$ cat src/hdl/chlg_pkg.sv
package chlg_pkg;

  // Window and core counts
  localparam int WINDOW_LEN = 10;
  localparam int CORE_COUNT = 4;

  // Field widths
  localparam int LOAD_W = 12;
  localparam int MASK_W = 4;
  localparam int LTHR_W = 10;
  localparam int CFG_W  = 12;
  localparam int CIDX_W = 3;
  localparam int IDX_W  = $clog2(WINDOW_LEN);
  localparam int CNT_W  = $clog2(CORE_COUNT + 1);
  localparam int PROD_W = LTHR_W + CNT_W;
  localparam int SUM_W  = LOAD_W + $clog2(WINDOW_LEN);

  // Divide by WINDOW_LEN as multiply by a rounded-up reciprocal and shift
  localparam int DIV_SHIFT = SUM_W + $clog2(WINDOW_LEN);
  localparam logic [DIV_SHIFT:0] DIV_RECIP =
    (DIV_SHIFT + 1)'(((64'd1 << DIV_SHIFT) + 64'(WINDOW_LEN) - 64'd1) / 64'(WINDOW_LEN));

  localparam logic [IDX_W-1:0]  RING_LAST = IDX_W'(WINDOW_LEN - 1);
  localparam logic [MASK_W-1:0] CORE_MASK = MASK_W'((1 << CORE_COUNT) - 1);
  localparam logic [MASK_W-1:0] EXTRA_MASK = 4'hC;
  localparam logic [MASK_W-1:0] NONZERO_MASK = 4'hE;
  localparam logic [CNT_W-1:0]  CORE_TOTAL = CNT_W'(CORE_COUNT);

  // Register reset values
  localparam logic [LOAD_W-1:0] ALL_ON_RST = 12'd325;
  localparam logic [LTHR_W-1:0] UP_RST     = 10'd200;
  localparam logic [LTHR_W-1:0] DOWN_RST   = 10'd125;

  typedef enum logic [1:0] {
    CMD_SAMPLE  = 2'd0,
    CMD_SUSPEND = 2'd1,
    CMD_RESUME  = 2'd2,
    CMD_NOP     = 2'd3
  } cmd_t;

  typedef enum logic [1:0] {
    ACT_NONE = 2'd0,
    ACT_ALL  = 2'd1,
    ACT_ONE  = 2'd2,
    ACT_DROP = 2'd3
  } action_t;

  typedef enum logic [CIDX_W-1:0] {
    REG_ALL_ON = 3'd0,
    REG_UP     = 3'd1,
    REG_DOWN   = 3'd2,
    REG_QUAD   = 3'd3,
    REG_ENABLE = 3'd4
  } reg_idx_t;

  typedef struct packed {
    cmd_t              cmd;
    logic              sampled;
    logic              quad_all;
    logic [MASK_W-1:0] online;
    logic [CNT_W-1:0]  ncores;
    logic [LOAD_W-1:0] avg;
    logic [PROD_W-1:0] up_prod;
    logic [PROD_W-1:0] dn_prod;
  } decide_in_t;

  typedef struct packed {
    action_t           action;
    logic [MASK_W-1:0] raise;
    logic [MASK_W-1:0] lower;
  } decide_out_t;

  function automatic logic [CNT_W-1:0] count_cores(logic [MASK_W-1:0] m);
    logic [CNT_W-1:0] n;
    n = '0;
    for (int i = 0; i < CORE_COUNT; i++) begin
      n = n + CNT_W'(m[i]);
    end
    return n;
  endfunction

endpackage

$ cat src/hdl/chlg_decide.sv
module chlg_decide (
  input  chlg_pkg::decide_in_t       din,
  input  logic [chlg_pkg::LOAD_W-1:0] all_on_threshold,
  output chlg_pkg::decide_out_t      dout
);

  logic [chlg_pkg::MASK_W-1:0] free_cores;
  logic [chlg_pkg::MASK_W-1:0] extra;
  logic [chlg_pkg::PROD_W-1:0] avg_ext;
  logic                        can_add;

  assign free_cores = ~din.online & chlg_pkg::CORE_MASK & chlg_pkg::NONZERO_MASK;
  assign extra      = din.online & chlg_pkg::EXTRA_MASK & chlg_pkg::CORE_MASK;
  assign avg_ext    = chlg_pkg::PROD_W'(din.avg);
  assign can_add    = din.ncores < chlg_pkg::CORE_TOTAL;

  always_comb begin
    dout.action = chlg_pkg::ACT_NONE;
    dout.raise  = '0;
    dout.lower  = '0;
    case (din.cmd)
      chlg_pkg::CMD_SAMPLE: begin
        if (din.sampled) begin
          if (din.avg > all_on_threshold && can_add) begin
            dout.action = chlg_pkg::ACT_ALL;
            dout.raise  = free_cores;
          end else if (avg_ext >= din.up_prod && can_add) begin
            // lowest offline core other than core 0
            dout.action = chlg_pkg::ACT_ONE;
            dout.raise  = free_cores & (~free_cores + 4'd1);
          end else if (avg_ext < din.dn_prod && din.ncores > 3'd2) begin
            dout.action = chlg_pkg::ACT_DROP;
            dout.lower  = extra;
          end
        end
      end
      chlg_pkg::CMD_SUSPEND: begin
        if (din.ncores > 3'd1) begin
          dout.action = chlg_pkg::ACT_DROP;
          dout.lower  = extra;
        end
      end
      chlg_pkg::CMD_RESUME: begin
        if (din.quad_all) begin
          dout.action = chlg_pkg::ACT_ALL;
          dout.raise  = free_cores;
        end
      end
      default: begin
        dout.action = chlg_pkg::ACT_NONE;
      end
    endcase
  end

endmodule

$ cat src/hdl/cpu_hotplug_load_governor.sv
// Load-driven core hotplug decision block.
// Input channel (s_*): one item per sample tick, suspend or resume event.
//   s_tuser carries the command, s_tdata the load sample and online mask.
// Output channel (m_*): one result item per input item, in order: the
//   action in m_tuser, the raise and lower masks and the window average
//   in m_tdata.
// Configuration: cfg_we writes cfg_data into register cfg_index;
//   write only while no item is in flight.
// Accepted items pass stages 1 to 3 and the output register. Throughput is one
//   item per cycle while the receiver takes results: the ring memory is read at
//   accept and written back from stage 1, and a running sum keeps the window total.
// The divide by the window length is a reciprocal multiply in its own stage.
// Reset clears the ring (through per-entry valid bits), the ring index, the
//   sum, the suspend flag and the configuration registers to their
//   defaults; no clearing pass is needed, so items are taken right after reset.
// When the receiver stalls, the whole pipeline holds and s_tready drops
//   while a result waits un-taken in the output register.
module cpu_hotplug_load_governor (
  input  logic                         clk,
  input  logic                         rst,
  input  logic                         s_tvalid,
  output logic                         s_tready,
  input  logic [15:0]                  s_tdata,   // load_sample[11:0], online_mask[15:12]
  input  logic [1:0]                   s_tuser,   // command[1:0]
  output logic                         m_tvalid,
  input  logic                         m_tready,
  output logic [23:0]                  m_tdata,   // raise_mask[3:0], lower_mask[7:4],
                                                  // window_average[19:8], zero[23:20]
  output logic [1:0]                   m_tuser,   // action[1:0]
  input  logic                         cfg_we,
  input  logic [chlg_pkg::CIDX_W-1:0]  cfg_index,
  input  logic [chlg_pkg::CFG_W-1:0]   cfg_data
);

  // Configuration registers
  logic [chlg_pkg::LOAD_W-1:0] all_on_threshold;
  logic [chlg_pkg::LTHR_W-1:0] up_threshold;
  logic [chlg_pkg::LTHR_W-1:0] down_threshold;
  logic                        quad_mode;
  logic                        governor_enable;

  // Ring memory and control state
  logic [chlg_pkg::LOAD_W-1:0] ring_mem [chlg_pkg::WINDOW_LEN];
  logic [chlg_pkg::WINDOW_LEN-1:0] ring_vld;
  logic [chlg_pkg::IDX_W-1:0]  ring_index;
  logic [chlg_pkg::SUM_W-1:0]  window_sum;
  logic                        suspended;
  logic [chlg_pkg::LOAD_W-1:0] rd_data;
  logic                        rd_vld;

  // Pipeline
  logic                        adv;
  logic                        acc;
  chlg_pkg::cmd_t              in_cmd;
  logic [chlg_pkg::MASK_W-1:0] in_online;
  logic                        in_sampled;

  logic                        s1_v;
  chlg_pkg::cmd_t              s1_cmd;
  logic                        s1_samp;
  logic                        s1_quad_all;
  logic [chlg_pkg::MASK_W-1:0] s1_online;
  logic [chlg_pkg::CNT_W-1:0]  s1_ncores;
  logic [chlg_pkg::LOAD_W-1:0] s1_sample;
  logic [chlg_pkg::IDX_W-1:0]  s1_addr;
  logic [chlg_pkg::LOAD_W-1:0] s1_old;
  logic [chlg_pkg::SUM_W-1:0]  sum_next;

  logic                        s2_v;
  chlg_pkg::cmd_t              s2_cmd;
  logic                        s2_samp;
  logic                        s2_quad_all;
  logic [chlg_pkg::MASK_W-1:0] s2_online;
  logic [chlg_pkg::CNT_W-1:0]  s2_ncores;
  logic [chlg_pkg::SUM_W-1:0]  s2_sum;
  logic [chlg_pkg::SUM_W+chlg_pkg::DIV_SHIFT:0] avg_prod;

  logic                        s3_v;
  chlg_pkg::decide_in_t        s3_din;
  chlg_pkg::decide_out_t       s3_dout;

  logic [chlg_pkg::LOAD_W-1:0] out_avg;
  chlg_pkg::decide_out_t       out_res;

  assign adv      = !m_tvalid || m_tready;
  assign s_tready = adv;
  assign acc      = s_tvalid && s_tready;

  assign in_cmd     = chlg_pkg::cmd_t'(s_tuser);
  assign in_online  = s_tdata[15:12] & chlg_pkg::CORE_MASK;
  assign in_sampled = (in_cmd == chlg_pkg::CMD_SAMPLE) && !suspended && governor_enable;

  // Configuration writes
  always_ff @(posedge clk) begin
    if (rst) begin
      all_on_threshold <= chlg_pkg::ALL_ON_RST;
      up_threshold     <= chlg_pkg::UP_RST;
      down_threshold   <= chlg_pkg::DOWN_RST;
      quad_mode        <= 1'b0;
      governor_enable  <= 1'b1;
    end else if (cfg_we) begin
      case (chlg_pkg::reg_idx_t'(cfg_index))
        chlg_pkg::REG_ALL_ON: all_on_threshold <= cfg_data;
        chlg_pkg::REG_UP:     up_threshold     <= cfg_data[chlg_pkg::LTHR_W-1:0];
        chlg_pkg::REG_DOWN:   down_threshold   <= cfg_data[chlg_pkg::LTHR_W-1:0];
        chlg_pkg::REG_QUAD:   quad_mode        <= cfg_data[0];
        chlg_pkg::REG_ENABLE: governor_enable  <= cfg_data[0];
        default: begin
        end
      endcase
    end
  end

  // Control state updated at accept
  always_ff @(posedge clk) begin
    if (rst) begin
      ring_index <= '0;
      suspended  <= 1'b0;
    end else if (acc) begin
      if (in_sampled) begin
        ring_index <= (ring_index == chlg_pkg::RING_LAST) ? '0 : ring_index + 1'b1;
      end
      if (in_cmd == chlg_pkg::CMD_SUSPEND) begin
        suspended <= 1'b1;
      end else if (in_cmd == chlg_pkg::CMD_RESUME) begin
        suspended <= 1'b0;
      end
    end
  end

  // Ring memory: read at accept, write back from stage 1. The entry written
  // by stage 1 is always the one before ring_index, so no forwarding needed.
  always_ff @(posedge clk) begin
    if (adv) begin
      rd_data <= ring_mem[ring_index];
    end
    if (adv && s1_v && s1_samp) begin
      ring_mem[s1_addr] <= s1_sample;
    end
  end

  always_ff @(posedge clk) begin
    if (rst) begin
      ring_vld <= '0;
      rd_vld   <= 1'b0;
    end else if (adv) begin
      rd_vld <= ring_vld[ring_index];
      if (s1_v && s1_samp) begin
        ring_vld[s1_addr] <= 1'b1;
      end
    end
  end

  // Stage 1: running sum
  assign s1_old   = rd_vld ? rd_data : '0;
  assign sum_next = window_sum - chlg_pkg::SUM_W'(s1_old) + chlg_pkg::SUM_W'(s1_sample);

  always_ff @(posedge clk) begin
    if (rst) begin
      window_sum <= '0;
    end else if (adv && s1_v && s1_samp) begin
      window_sum <= sum_next;
    end
  end

  always_ff @(posedge clk) begin
    if (rst) begin
      s1_v <= 1'b0;
      s2_v <= 1'b0;
      s3_v <= 1'b0;
      m_tvalid <= 1'b0;
    end else if (adv) begin
      s1_v <= acc;
      s2_v <= s1_v;
      s3_v <= s2_v;
      m_tvalid <= s3_v;
    end
  end

  // Payload registers
  assign avg_prod = (chlg_pkg::SUM_W + chlg_pkg::DIV_SHIFT + 1)'(s2_sum)
                  * (chlg_pkg::SUM_W + chlg_pkg::DIV_SHIFT + 1)'(chlg_pkg::DIV_RECIP);

  always_ff @(posedge clk) begin
    if (adv) begin
      s1_cmd      <= in_cmd;
      s1_samp     <= in_sampled;
      s1_quad_all <= !governor_enable && quad_mode;
      s1_online   <= in_online;
      s1_ncores   <= chlg_pkg::count_cores(in_online);
      s1_sample   <= s_tdata[11:0];
      s1_addr     <= ring_index;

      s2_cmd      <= s1_cmd;
      s2_samp     <= s1_samp;
      s2_quad_all <= s1_quad_all;
      s2_online   <= s1_online;
      s2_ncores   <= s1_ncores;
      s2_sum      <= s1_samp ? sum_next : window_sum;

      s3_din.cmd      <= s2_cmd;
      s3_din.sampled  <= s2_samp;
      s3_din.quad_all <= s2_quad_all;
      s3_din.online   <= s2_online;
      s3_din.ncores   <= s2_ncores;
      s3_din.avg      <= avg_prod[chlg_pkg::DIV_SHIFT +: chlg_pkg::LOAD_W];
      s3_din.up_prod  <= chlg_pkg::PROD_W'(up_threshold) * chlg_pkg::PROD_W'(s2_ncores);
      s3_din.dn_prod  <= chlg_pkg::PROD_W'(down_threshold) * chlg_pkg::PROD_W'(s2_ncores);

      out_res <= s3_dout;
      out_avg <= s3_din.avg;
    end
  end

  chlg_decide u_decide (
    .din              (s3_din),
    .all_on_threshold (all_on_threshold),
    .dout             (s3_dout)
  );

  assign m_tuser = out_res.action;
  assign m_tdata = {4'd0, out_avg, out_res.lower, out_res.raise};

`ifndef SYNTHESIS
  a_ring_index_range: assert property (@(posedge clk) disable iff (rst)
    ring_index <= chlg_pkg::RING_LAST)
    else $error("ring index out of range");

  a_masks_exclusive: assert property (@(posedge clk) disable iff (rst)
    m_tvalid |-> (out_res.raise == '0 || out_res.lower == '0))
    else $error("raise and lower masks both set");

  a_core_zero_kept: assert property (@(posedge clk) disable iff (rst)
    m_tvalid |-> (out_res.raise[0] == 1'b0 && out_res.lower[0] == 1'b0))
    else $error("core zero raised or lowered");

  a_none_no_masks: assert property (@(posedge clk) disable iff (rst)
    (m_tvalid && out_res.action == chlg_pkg::ACT_NONE)
      |-> (out_res.raise == '0 && out_res.lower == '0))
    else $error("masks set without an action");

  a_sum_only_on_sample: assert property (@(posedge clk) disable iff (rst)
    !(adv && s1_v && s1_samp) |=> $stable(window_sum))
    else $error("window sum changed without a sampled item");
`endif

endmodule
$ cat config.mk
export PLATFORM = sky130hd
export DESIGN_NAME = cpu_hotplug_load_governor
export DESIGN_NICKNAME = d
export VERILOG_FILES = /design/src/hdl/chlg_pkg.sv /design/src/hdl/chlg_decide.sv /design/src/hdl/cpu_hotplug_load_governor.sv
export SDC_FILE = /design/constraint.sdc
export NUM_CORES = 1
export LEC_CHECK = 0
export ABC_AREA = 1
export BUFFER_PORTS_ARGS = -buffer_cell sky130_fd_sc_hd__buf_4
export CAP_MARGIN = 15
export CORE_MARGIN = 2
export CORE_UTILIZATION = 53
export DETAILED_ROUTE_END_ITERATION = 8
export PLACE_DENSITY = 0.7
export SLEW_MARGIN = 20
export SYNTH_ARGS = -nofsm -noshare
export SYNTH_HDL_FRONTEND = slang
export SYNTH_SLANG_ARGS = --single-unit
$ cat constraint.sdc
create_clock -name clk -period 15.29 [get_ports clk]
set_input_delay 1.529 -clock clk [delete_from_list [all_inputs] [get_ports clk]]
set_output_delay 1.529 -clock clk [all_outputs]
set_load 0.1 [all_outputs]
* After elaboration in Yosys (flattened, before gate mapping)
Memories as Yosys holds them, arrays and structs flattened. A register that Yosys moved wholly into a read port is not among the register bits.
Index checks and enable logic that the tools add are counted.
** Word-level totals
- Memory bits (writable) :: 120
- Memories :: 1
- Bits in registers :: 195
- Bits of input ports :: 38
- Output and inout port bits :: 28
** Cells by class
- Order comparisons :: 9
- $add $sub $neg :: 7
- Eq/ne operators :: 9
- Mux-type cells :: 25
- Bitwise gates (word level) :: 4
- Multiply operators :: 3
- Reduce and logical (&&, ||, !) cells :: 27
** Memory list
- ring_mem :: depth 10, bits a word 12, rd ports 1, clocked after Yosys merged registers in 1, write ports 1, line cpu_hotplug_load_governor.sv:43 : logic [chlg_pkg::LOAD_W-1:0] ring_mem [chlg_pkg::WINDOW_LEN];
** Operators by type and width (number)
- $mul A16 B16 Y31 const B :: 1
- $mul A10 B3 Y13 :: 2
- $mux W4 :: 6
- $add A16 B12 Y16 :: 1
- $mux W16 :: 1
- $pmux W4 S2 :: 2
- $reduce_and A2 Y1 :: 8
- $sub A16 B12 Y16 :: 1
- $ge A12 B13 Y1 :: 1
- $lt A12 B13 Y1 :: 1
- $gt A12 B12 Y1 :: 1
- $mux W12 :: 1
- $logic_and A1 B1 Y1 :: 11
- $lt A4 B5 Y1 const B :: 2
- $mux W10 :: 1
- $or A10 B10 Y10 :: 1
- $add A4 B1 Y4 const B :: 2
- $not A4 Y4 :: 2
- $eq A3 B2 Y1 const B :: 2
- $mux W1 :: 6
- $mux W2 :: 3
- $mux W6 :: 1
- $pmux W2 S3 :: 1
- $mux W5 :: 1
- 20 further kinds :: 25

* Longest topological paths before layout
Gate-level depths: netlist of run 1.
- Word-level depth :: 8
- Depth in mapped cells :: 24
- Mapped depth without buffers :: 24

* By module
Synthesis of run 1 repeated with hierarchy kept, for this count alone.
** Unflattened totals
- Cell total of the unflattened synthesis :: 2295
- Area total of the unflattened synthesis :: 21177.8 um^2
** Modules (own cells, without submodules)
- cpu_hotplug_load_governor :: cells each 2064, area each 19881.6 um^2, instances 1, sequential area each 9118.7 um^2
- chlg_decide :: cells each 231, area each 1296.2 um^2, instances 1, sequential area each 0.0 um^2

* Worst setup path before layout of run 1
OpenSTA, ideal clock, no wires.
- Kind :: register to register
- Start :: reg s2_sum[4] (netlist name)
- End :: reg s3_din[35] (netlist name), data pin
- Required time :: 15.038 ns
- Library setup time :: 0.252 ns
- Clock period less this slack :: 4.964 ns
- Slack :: 10.326 ns
- Buffers on the path :: 0
- Data arrival time :: 4.712 ns
- Stages on the path, launching flop included :: 20
- Path through :: edfxtp_1 > ha_1 > xor2_1 > ha_1 > fa_1 > inv_1 > fa_1 > inv_1 > fa_1 > inv_1 > fa_1 > inv_1 > ha_1 > a21oi_1 > a21boi_0 > o21ai_0 > a21oi_1 > nand2_1 > nand2_1 > nand2_1
** Between the ends
- Cells in the longest elaborated chain, start to end :: 1
** RTL lines
- start: declaration :: line cpu_hotplug_load_governor.sv:75 : logic [chlg_pkg::SUM_W-1:0] s2_sum;
- start signal: assignment :: line cpu_hotplug_load_governor.sv:199 : s2_sum <= s1_samp ? sum_next : window_sum;
- $mul A16 B16 Y31 :: line cpu_hotplug_load_governor.sv:182 : * (chlg_pkg::SUM_W + chlg_pkg::DIV_SHIFT + 1)'(chlg_pkg::DIV_RECIP);
- net avg_prod, one bit :: line cpu_hotplug_load_governor.sv:76 : logic [chlg_pkg::SUM_W+chlg_pkg::DIV_SHIFT:0] avg_prod;
- end: declaration :: line cpu_hotplug_load_governor.sv:79 : chlg_pkg::decide_in_t s3_din;
The timed path passes the listed nets, and every way through them passes these cells.
A chain may end at the register's enable or synchronous reset.

* Worst setup path after layout of run 1
Ends and elaborated chain as after synthesis.

==> results.txt, run 1 <==
- Setup slack closes at 9.85 ns.
- Most numerous cell in the Yosys netlist: sky130_fd_sc_hd__inv_1
- The worst setup path is captured at a flop.
- Measured against the total synthesized area, the mux share comes to 0.
* First-pass GRT wire length: 75,900 um
* Filler Cells Inserted: 3,314
- Antenna Cells: 0
* H-tree Lvls: 2
- In the synthesized netlist the async set-or-reset flop fraction comes to 0.
* Netlist area before placement: 20,700 um^2
- Class of the most critical setup path: flop to flop
- The number of antenna violations at the first check in global routing is 0.
- Number of remaining DRC errors: 0
* Clock-pin slew on the worst setup and hold paths: 0.06 ns
- Num Clock Sinks: 321
* Die span in x: 202 um
* CTS Hold Bufs: 0
- Synthesis inferred 321 register bits.
- Count of port buffers added during placement: 58
- Syn_area_per_cell: 9.43 um^2
- Final min period: 5.44 ns
- Outcome: complete, no violations
- The cell family contributing the most delay on the critical path is adder cells.
* Number of instances in the synthesized netlist: 2,195
* Post-cts repair resize count: 0
- Post-synth EDFFs: 251
- Class of the tightest hold or removal check: flop to flop
- Top cell types by occurrence after synthesis: 463 x sky130_fd_sc_hd__inv_1, 388 x sky130_fd_sc_hd__nand2_1, 251 x sky130_fd_sc_hd__edfxtp_1
- Maximum ir drop on the vdd rail: 0.140 mV
- Core box area: 38,600 um^2
- Between clock sinks in the finished design, the worst skew comes to 0.0146 ns.
- DR vias: 14,700
- In this run, CTS created clock tree buffers numbering 36.
- The worst setup path is launched from a flop.
- Maximum operating frequency: 0.184 GHz
* Leading area contributor after synthesis: sky130_fd_sc_hd__edfxtp_1
- The share of the Yosys chip area taken by registers is 0.432.
* Final-report max-slew violation count: 0
- Number of buffers and inverters on the critical path: 4
- The cell sitting at the root of the clock tree is a sky130_fd_sc_hd__clkbuf_16.
* Slew at the pin closest to its max-slew limit: 1.02 ns
- Critical Path, Cell by Cell: ha_1 > xor2_1 > ha_1 > fa_1 > inv_1 > fa_1 > inv_1 > fa_1 > inv_1 > fa_1 > inv_1 > ha_1 > a21oi_1 > a21boi_0 > o21ai_0 > a21oi_1 > nand2_1 > nand2_1 > nand2_1
- The largest single stage delay on the critical path is 0.53 ns.
- By area, the combinational part of the netlist is dominated by adder cells.
- In this run the deepest clock path goes through 3 buffers.
- Setup violations remaining at the end of the flow were counted as 0.
- Summed over all nets, the half-perimeter wirelength after detailed placement is 34,800 um.
- Top cells by area in the synthesized netlist: sky130_fd_sc_hd__edfxtp_1 36%, sky130_fd_sc_hd__ha_1 12%, sky130_fd_sc_hd__fa_1 11%
- The share of the synthesized area in compound gates (AO/OA/AOI/OAI) came to 0.0880.
- The share of synthesized area in the top cell type comes to 0.364.
- The initial utilization of the core area, before any placement, comes to 0.537.
- Routability-driven placement finished with a final weighted congestion of 0.943.
- Worst slack after detailed placement: 9.84 ns
- Floorplan row count: 72
- Once the clock tree was built, the setup fixing pass inserted 0 buffers.
* Overall routing resource usage: 0.237
- The first TritonRoute pass finished after 5 iterations.
* Detailed-route wire length per cell: 16.7 um
* Global-route congestion overflow total: 0
- Setup slack on the worst reg-to-reg path comes out at 9.85 ns.
* Antenna-violating nets left: 0
- Share of post-route cells with drive strength above 1: 0.0670
- Of the total synthesized cell area, the portion taken by XOR and XNOR cells is 0.0148.
- Ys Warns: 0
- Max-Slew Margin vs Limit: 0.317
* Path depth of the worst reg2reg path: 19
- Hold Fails Final Rpt: 0
* Post-Synth Adder-Cell Area: 0.230
* Crit-path slowest cell: sky130_fd_sc_hd__fa_1
- For this design the ratio of total power to cell area is 183 nW/um^2.
- Maximum number of pins on one net before global-route repair: 51
- Maximum fanout encountered on the critical timing path: 6
- Of the total synthesized cell area, the portion taken by AND, OR, NAND and NOR gates is 0.138.
* Total negative setup slack: 0 ns
- The final layout contains routed wiring with a total length of 46,800 um.
- After the first detailed-routing iteration, the DRC count stood at 921.
- Of the available clock period, the critical path in the final layout requires 0.356.
- Worst hold stages: 0
* Number of distinct library cell variants in the gate-level netlist after synthesis: 45
- Critical path depth: 19
* Arrival time worst endpoint: 5.75 ns
- Data on the critical path is required at its endpoint by 15.60 ns.
- Synth Flop Type: sky130_fd_sc_hd__edfxtp_1
- In the routed layout, each cell is associated on average with a via count of 5.24.
- I/O pins: 66
- From synthesis to final layout, the design area changed by 10.1%.
* Unrepaired setup endpoints after global routing: false
* LEAKAGE: 11.0 nW
- Number of global-route vias before repair: 14,500
* Total Die Area: 40,700 um^2
* Max Cap Violations: 0
- Nets: 2,608
* Insertion delay to the later sink of the worst-skew pair: 0.56 ns
- Measured along the y axis, the die boundary spans 202 um.
- Clock tree from TritonCTS: done
cells by family after synthesis:
family / after synthesis
simple gates: 696
buf+inv: 518
flops: 321
fa+ha+maj: 314
compound gates: 310
xor+xnor: 35
other cells: 1
flip-flops by register name (all words and copies together), names as in the netlist, 2 cells and up:
signal            cells
all_on_threshold     12
down_threshold       10
m_tdata               5
m_tuser               2
out_avg              12
rd_data              12
ring_index            4
ring_mem            120
ring_vld             10
s1_addr               4
s1_cmd                2
s1_ncores             3
s1_online             3
s1_sample            12
s2_cmd                2
s2_ncores             3
s2_online             3
s2_sum               16
s3_din               48
up_threshold         10
window_sum           16
worst paths after layout:
path	startpoint	endpoint
worst min-delay path	s2_quad_all	s3_din[45]
worst max-delay path	s2_sum[4]	s3_din[35]
worst min register to register	s2_quad_all	s3_din[45]
worst max register to register	s2_sum[4]	s3_din[35]
cells in the final DEF (no fill, tap or decap), types with 28 or more instances in the layout:
| cell | n |
|---|---|
| sky130_fd_sc_hd__dfxtp_1 | 70 |
| sky130_fd_sc_hd__nand3_1 | 88 |
| sky130_fd_sc_hd__clkbuf_16 | 37 |
| sky130_fd_sc_hd__nand2_1 | 388 |
| sky130_fd_sc_hd__inv_1 | 463 |
| sky130_fd_sc_hd__nor2_1 | 168 |
| sky130_fd_sc_hd__edfxtp_1 | 251 |
| sky130_fd_sc_hd__o21ai_0 | 111 |
| sky130_fd_sc_hd__buf_4 | 65 |
| sky130_fd_sc_hd__o21ai_1 | 28 |
| sky130_fd_sc_hd__a21oi_1 | 104 |
| sky130_fd_sc_hd__ha_1 | 204 |
| sky130_fd_sc_hd__fa_1 | 110 |
metrics by stage:
stage          hold slack, ns  utilization  power [mW]  cells  instance area (um^2)
2_1_floorplan           0.400            -        2.78   2201                 20700
4_1_cts                 0.415        0.591        4.19   2802                 22800
6_report                0.414        0.591        4.16   2802                 22800
3_3_place_gp            0.403        0.561        3.30   2736                 21600
3_5_place_dp            0.405        0.561        3.32   2736                 21600
5_1_grt                 0.422        0.591        4.57   2802                 22800
per-layer routing:
layer  routed length [um]  up-vias  GRT usage  share of wire
met2                22100      372      0.394           0.47
met3                 2440       92     0.0353          0.052
met4                 1470        0     0.0822          0.031
met1                20800     6963      0.319           0.44
met5                    0        -          0              0
li1                     -     7250          -              -
where the power goes:
group	switching, mW	internal (mW)
Clock	0.353	0.487
Sequential	0.0872	1.07
Combinational	1.42	0.742
Total	1.86	2.30
worst reg2reg max path: cells and delay by family, from the launching register on:
| family | cells | cell delay [ns] |
|---|---|---|
| fa+ha+maj | 7 | 3.22 |
| simple gates | 3 | 0.16 |
| buf+inv | 4 | 0.21 |
| flops | 1 | 0.51 |
| compound gates | 4 | 0.90 |
| xor+xnor | 1 | 0.20 |
area by class of cell:
| type | count | area (um^2) | share of cell area |
|---|---|---|---|
| clock buffers | 42 | 955 | 0.0419 |
| clock inverters | 24 | 216 | 0.00950 |
| inverters | 470 | 1770 | 0.0775 |
| multi-input cells | 1362 | 9780 | 0.429 |
| flip-flops and latches | 321 | 8940 | 0.392 |
| well taps | 518 | 648 | 0.0284 |
| repair buffers | 65 | 488 | 0.0214 |
Note: power is estimated with default switching activity, not from simulation.
==> run 2, diff against run 1 <==
ABC_AREA = 0   (was 1)
clock period = 5.4 ns   (was 15.29 ns; I/O delays follow)
==> run 2 against run 1 <==
The flow now finishes with violations (negative setup slack). Maximum frequency increased by 0.58%. Synthesized cell count decreased by 24%. Die area decreased by 6.4%. Final area decreased by 3.0%. Final cell count decreased by 18%. Clock skew increased by 0.029 ns. Area after synthesis decreased by 6.6%. Sequential power increased to 2.8 times the previous value. Sequential share of layout area increased by 1.2 points. Critical path type unchanged. Critical endpoint is now s3_din[37]. Largest cell class unchanged. Largest power group unchanged.
==> results.txt, run 2 <==
* Clock tree buffer depth: 3
- Most heavily used metal layer in global routing: met2
* GRT met1 Usage: 0.280
* Overall die height: 195 um
- After clock tree synthesis, the clock-pin slew on the worst setup and hold paths is 0.06 ns.
* Flip-flop count of the largest register after layout: 120
- Total Die Area: 38,000 um^2
- Register name with the most flops: ring_mem
- Signed area change from the synthesized netlist to the final layout: 14.3%
- Drt initial violations: 594
- Hold Crit Endpoint: s1_sample[7]
* Leading area contributor after synthesis: sky130_fd_sc_hd__edfxtp_1
* Fraction of post-synthesis cell area in the top cell type by area: 0.390
* Antenna Cells: 0
- The most numerous cell type found on the critical path is sky130_fd_sc_hd__fa_1.
- Dividing total power by cell area gives a power density of 460 nW/um^2.
- Summed over all cells, the static leakage comes to 9.86 nW.
- Met3 layer usage reported by global route: 0.0361
* Netlist area before placement: 19,300 um^2
* Antenna-violating nets left: 0
- Port buffering added 58 buffers.
* Final min period: 5.41 ns
- For this run, the total global-route usage over all layers was measured as 0.205.
- Final setup violation count: 2
* Sequential area share after synthesis: 0.462
- TritonCTS built the clock tree.
* Num Clock Sinks: 321
* Number of global-route vias before repair: 12,100
- Clock skew on the completed layout was measured at 0.0438 ns.
* Seq cells post-synth: 321
- Of the cells placed in the final design, the portion with a size suffix greater than 1 is 0.149.
* Final weighted congestion of routability-driven global placement: 0.896
* Detailed-route wire length per cell: 16.6 um
- HPWL Detailed: 28,500 um
- Final Core Density: 0.619
* Maximum fanout encountered on the critical timing path: 3
- The region available for standard cell placement spans 35,700 um^2.
- The worst setup path is launched from a flop.
- Measured against its own limit, the worst slew margin works out to 0.313.
- Maximum number of pins on one net before global-route repair: 75
- On the worst path, the slowest cell contributes a delay of 0.53 ns.
* Final worst path period share: 1.00
- After synthesis, the share of flip-flops with an asynchronous set or reset is 0.
* Internal reg-to-reg setup slack: -0.009 ns
- Most numerous cell in the Yosys netlist: sky130_fd_sc_hd__inv_1
* Destination of the worst register-to-register timing path: s3_din[37]
- Yosys mapped a number of flops with a built-in enable equal to 251.
* Filler Cells Inserted: 2,832
- Wire length reported by the detailed router: 37,900 um
- Crit. End Element: flop
* Final-report max-slew violation count: 0
* Class of the tightest hold or removal check: input port to flop
- The floorplan has 69 rows.
- Power Total: 10.2 mW
- Crit Reg-Reg Startpoint: s2_sum[4]
* Max Cap Violations: 0
- CTS built an H-tree with a depth of 2.
* Area of all sequential standard cells: 8940 um^2
* Routed vias/inst: 5.19
* Most frequent standard cell in the layout excluding fill and tap cells: sky130_fd_sc_hd__inv_1
- The flow ran to the end, but the final reports show violations.
* Number of detailed-routing iterations run before antenna repair: 5
- The checks that failed: negative setup slack.
* Nets: 2,151
* Initial core utilization: 0.541
* Data required, critical path: 5.68 ns
* I/O pins: 66
- Number of remaining DRC errors: 0
- Synth Flop Type: sky130_fd_sc_hd__edfxtp_1
* Unrepaired setup endpoints after global routing: true
- Yosys printed 0 warnings.
* Path depth of the worst reg2reg path: 21
- Walking the worst path, the cells encountered are ha_1 > inv_2 > fa_1 > inv_2 > fa_1 > fa_1 > fa_1 > inv_2 > fa_1 > inv_2 > ha_4 > nand2_2 > o21ai_2 > a211oi_2 > buf_4 > a211oi_4 > o2111ai_2 > nand4b_1 > a21oi_2 > o21ba_1 > xnor2_1.
- Worst hold stages: 1
- Slew at the pin closest to its max-slew limit: 1.02 ns
- Die span in x: 195 um
* Top cells by area in the synthesized netlist: sky130_fd_sc_hd__edfxtp_1 39%, sky130_fd_sc_hd__ha_1 13%, sky130_fd_sc_hd__fa_1 11%
- Once routing completed, OpenROAD measured the worst setup slack at -0.00906 ns.
- The largest registers in the layout are ring_mem x120, s3_din x48.
* Crit-path slowest cell: sky130_fd_sc_hd__fa_1
* Top cell types by occurrence after synthesis: 317 x sky130_fd_sc_hd__inv_1, 251 x sky130_fd_sc_hd__edfxtp_1, 204 x sky130_fd_sc_hd__ha_1
- Multi-input logic area: 9270 um^2
- Critical hold path startpoint: s_tdata[7]
- Arrival time worst endpoint: 5.69 ns
- Syn_area_per_cell: 11.6 um^2
* Number of antenna violations at the first check in global routing: 0
* Maximum operating frequency: 0.185 GHz
- Num CTS Buffers: 36
* Class of the most critical setup path: flop to flop
- Number of distinct library cell variants in the gate-level netlist after synthesis: 59
- Root Buffer Master: sky130_fd_sc_hd__clkbuf_16
* First-pass GRT wire length: 61,700 um
- Maximum ir drop on the vdd rail: 0.273 mV
- Number of instances in the synthesized netlist: 1,669
- Most frequent cells in the layout: 307 x sky130_fd_sc_hd__inv_1, 251 x sky130_fd_sc_hd__edfxtp_1, 190 x sky130_fd_sc_hd__ha_1
- Met2 global-route usage: 0.344
- The final count of hold timing violations was 0.
- At the later pin of the worst-skew pair, clock insertion delay measures 0.54 ns.
- Summed over all layers, the global routing overflow is 0.
- The final route contains 11,900 vias.
-- run 2: routing by layer --
layer	vias up	routed length, um
met3	47	1460
li1	5859	-
met2	163	18400
met4	0	768
met5	-	0
met1	5784	17300
-- run 2: critical path, delay by kind of cell (launching register included) --
family / cells / cell delay (ns)
xor gates and xnor gates: 1 / 0.12
AOI/OAI and AO/OA: 6 / 0.89
and+or+nand+nor: 2 / 0.20
buffers and inverters: 5 / 0.36
DFF: 1 / 0.46
adders and majority gates: 7 / 3.17
-- run 2: kinds of logic after synthesis --
family / after synthesis / synth area share
AO/OA/AOI/OAI: 228 / 0.0745
XOR/XNOR: 44 / 0.0199
adder cells (fa/ha/maj): 314 / 0.246
buffers and inverters: 364 / 0.0722
flip-flops: 321 / 0.462
multiplexers: 49 / 0.0423
other: 1 / 0.000194
AND/OR/NAND/NOR: 348 / 0.0829
-- run 2: area by class of cell --
type | instances | share of cell area
sequential | 321 | 0.404
multi-input combinational | 990 | 0.419
inverter | 317 | 0.0540
tap | 461 | 0.0261
timing repair buffer | 133 | 0.0453
clock inverter | 17 | 0.00628
clock buffer | 47 | 0.0448
-- run 2: worst max-delay path by stage --
stage,depth (start not counted),startpoint,slack [ns],to
CTS,20,s2_sum[3],-0.02,s3_din[32]
finish,21,s2_sum[4],-0.009,s3_din[37]
floorplan,19,s2_sum[1],0.004,s3_din[32]
global route,21,s2_sum[4],-0.23,s3_din[37]
detailed placement,19,s2_sum[2],-0.16,s3_din[32]
global placement,19,s2_sum[2],-0.1,s3_din[32]
-- run 2: timing repair --
item                       CTS  global route
hold buffers                 0             0
setup endpoints to repair    4             7
pin swaps                   22            10
buffers inserted             7            10
gates resized for setup      6            18
-- run 2: per-stage QoR --
stage / TNS, ns / cell area [um^2] / hold slack, ns / std cells / worst slack [ns]
after global routing: -0.799 / 22100 / 0.152 / 2286 / -0.227
final: -0.0115 / 22100 / 0.174 / 2286 / -0.00906
after CTS: -0.0162 / 21900 / 0.147 / 2276 / -0.0162
after floorplan: 0 / 19400 / 0.400 / 1675 / 0.00364
after detailed placement: -0.369 / 20700 / 0.405 / 2206 / -0.162
after global placement: -0.138 / 20700 / 0.402 / 2206 / -0.0956
-- run 2: power by group --
group	switching (mW)	total, mW	leakage [nW]	internal, mW
Combinational	2.69	4.67	6.20	1.99
Clock	0.965	2.28	0.557	1.31
Sequential	0.230	3.21	3.11	2.98
Total	3.88	10.2	9.86	6.28
==> run 3, diff against run 2 <==
CORE_MARGIN = default   (was 2)
MAX_ROUTING_LAYER = met4   (was default)
==> run 3 against run 2 <==
The run still ends with negative setup slack left. Clock power is 2% lower. Final area is 0.30% lower. First-iteration DRC count is 6.6% higher.
==> results.txt, run 3 (same netlist as run 2, synthesis figures left out) <==
- Final Core Density: 0.617
- Global routing finished with a remaining overflow of 0.
- Multi-input logic area: 9230 um^2
- Share of post-route cells with drive strength above 1: 0.141
- In the layout the commonest cells are 310 x sky130_fd_sc_hd__inv_1, 251 x sky130_fd_sc_hd__edfxtp_1, 192 x sky130_fd_sc_hd__ha_1.
- Maximum ir drop on the vdd rail: 0.299 mV
- Data on the critical path is required at its endpoint by 5.68 ns.
- Final min period: 5.43 ns
- The floorplan step defined a die boundary enclosing 37,300 um^2.
- In this run the critical register-to-register path is launched from s2_sum[7].
- Of the available clock period, the critical path in the final layout requires 1.01.
- Power Density: 462 nW/um^2
- After floorplanning, the core was sized to cover 35,700 um^2.
* Total negative setup slack: -0.0331 ns
- Hold Fails Final Rpt: 0
- Element type at the critical path start: flop
* Die span in x: 193 um
* Critical hold path startpoint: s_tdata[4]
* Clock tree from TritonCTS: done
- The routed design has 38,600 um of wire.
- Slew at the pin closest to its max-slew limit: 1.02 ns
- In this run the static leakage power is 9.84 nW.
- For this block, the via count after detailed routing is 11,900.
* Floorplan row count: 69
- Counting the buffers created by CTS gives 35.
- Crit. End Element: flop
- Final-report max-slew violation count: 0
* Antenna Cells: 0
* Final setup violation count: 1
- Number of remaining DRC errors: 0
- Number of global-route vias before repair: 12,000
* Filler Cells Inserted: 2,900
- The net count of the finished layout is 2,151.
* Area of all sequential standard cells: 8940 um^2
- The H-tree was split into 2 levels.
* Drt initial violations: 633
* Maximum operating frequency: 0.184 GHz
- Leading registers by flop count: ring_mem x120, s3_din x48
- Headroom to the max-slew limit came out at 0.316.
- Maximum fanout encountered on the critical timing path: 3
- After detailed routing, the number of vias per cell comes to 5.21.
- Outcome: finished with violations
- The checks that failed: negative setup slack.
- Dividing the detail-routed wire length by the instance count gives 16.9 um.
* Power Total: 10.2 mW
- For the worst setup path, the data arrival time is 5.71 ns.
- Class of the tightest hold or removal check: input port to flop
- At the end of routability-driven placement, the weighted congestion stood at 0.870.
- CTS Hold Bufs: 0
* Layout Skew: 0.0181 ns
* Antenna-violating nets left: 0
- In this run the vertical extent of the chip is 193 um.
- Counting every sink on the clock net gives 321.
- After layout, the worst setup slack is -0.0331 ns.
- Class of the most critical setup path: flop to flop
* First-pass GRT wire length: 61,800 um
- I/O pins: 66
* Clock tree buffer depth: 3
- The first detailed-routing pass ran for 5 iterations.
- For the worst-skew pair, the clock arrives at the later sink with an insertion delay of 0.53 ns.
- The tool flagged a number of max-cap violations equal to 0.
* Critical path startpoint: s2_sum[7]
- The HPWL after detailed placement is 29,000 um.
- Entering global routing, the biggest net connects 75 pins.
* Count of port buffers added during placement: 58
* Number of antenna violations at the first check in global routing: 0
- With fillers left out, the area of the finished cells amounts to 22,100 um^2.
- The area growth from synthesis to layout is 14.0%.
- Summing all placed instances gives a cell area of 20,800 um^2.
- Initial core utilization: 0.541
- Unrepaired setup endpoints after global routing: true
* Clock-pin slew on the worst setup and hold paths: 0.06 ns
- Register name with the most flops: ring_mem
- Overall routing resource usage: 0.223
- The register with the most flip-flops in the layout has 120 of them.
- The root buffer cell chosen for the clock tree is sky130_fd_sc_hd__clkbuf_16.
* Most frequent standard cell in the layout excluding fill and tap cells: sky130_fd_sc_hd__inv_1
[run 3: changes by cell type in the layout (fill, tap and decap cells not counted), sizes merged]
cell | previous run | this run
bufinv | 0 | 1
clkbuf | 47 | 45
buf | 133 | 134
[run 3: what timing repair did]
action	CTS	global route
buffers inserted	9	3
pin swaps	31	11
setup endpoints to repair	4	7
resized for setup	14	6
[run 3: cell type report]
class,count,share of cell area
Sequential cell,321,0.405
Clock inverter,18,0.00709
Inverter,317,0.0542
Tap cell,461,0.0262
Timing Repair Buffer,134,0.0463
Multi-Input combinational cell,990,0.419
Clock buffer,45,0.0420
[run 3: worst paths after layout]
path | end | slack, ns | cells past startpoint
worst max-delay path | s3_din[32] | -0.03 | 20
worst min-delay path | s1_sample[4] | 0.18 | 1
worst max register to register | s3_din[32] | -0.03 | 20
worst min register to register | s2_online[1] | 0.42 | 0
[run 3: where the power goes]
group	internal (mW)	switching [mW]
Clock	1.28	0.961
Sequential	2.98	0.233
Combinational	2.01	2.72
Total	6.27	3.91
[run 3: critical path, cell delays in order, from the launching register on]
cell,delay [ns]
sky130_fd_sc_hd__edfxtp_1,0.48
sky130_fd_sc_hd__ha_4,0.32
sky130_fd_sc_hd__inv_2,0.04
sky130_fd_sc_hd__fa_1,0.52
sky130_fd_sc_hd__inv_1,0.05
sky130_fd_sc_hd__fa_1,0.51
sky130_fd_sc_hd__fa_1,0.43
sky130_fd_sc_hd__fa_1,0.49
sky130_fd_sc_hd__inv_1,0.05
sky130_fd_sc_hd__fa_1,0.49
sky130_fd_sc_hd__inv_2,0.05
sky130_fd_sc_hd__ha_4,0.24
sky130_fd_sc_hd__a21oi_2,0.12
sky130_fd_sc_hd__o21ai_2,0.09
sky130_fd_sc_hd__a211oi_2,0.27
sky130_fd_sc_hd__a21oi_2,0.12
sky130_fd_sc_hd__o31a_1,0.28
sky130_fd_sc_hd__or3_4,0.35
sky130_fd_sc_hd__a21oi_4,0.14
sky130_fd_sc_hd__o21a_1,0.12
sky130_fd_sc_hd__nor2_1,0.03
[run 3: per-stage QoR]
stage / setup WS [ns] / hold WS (ns) / cells
detailed placement: -0.183 / 0.405 / 2213
finish: -0.0331 / 0.185 / 2286
CTS: -0.0805 / 0.169 / 2284
floorplan: 0.00364 / 0.400 / 1675
global placement: -0.0724 / 0.401 / 2213
global route: -0.200 / 0.165 / 2286
[run 3: metal layers]
metal,vias to the layer above,routed length [um],global-route usage
li1,5856,-,-
met3,40,1320,0.0284
met1,5850,18000,0.302
met5,-,0,-
met2,171,18600,0.362
met4,0,656,0.0502
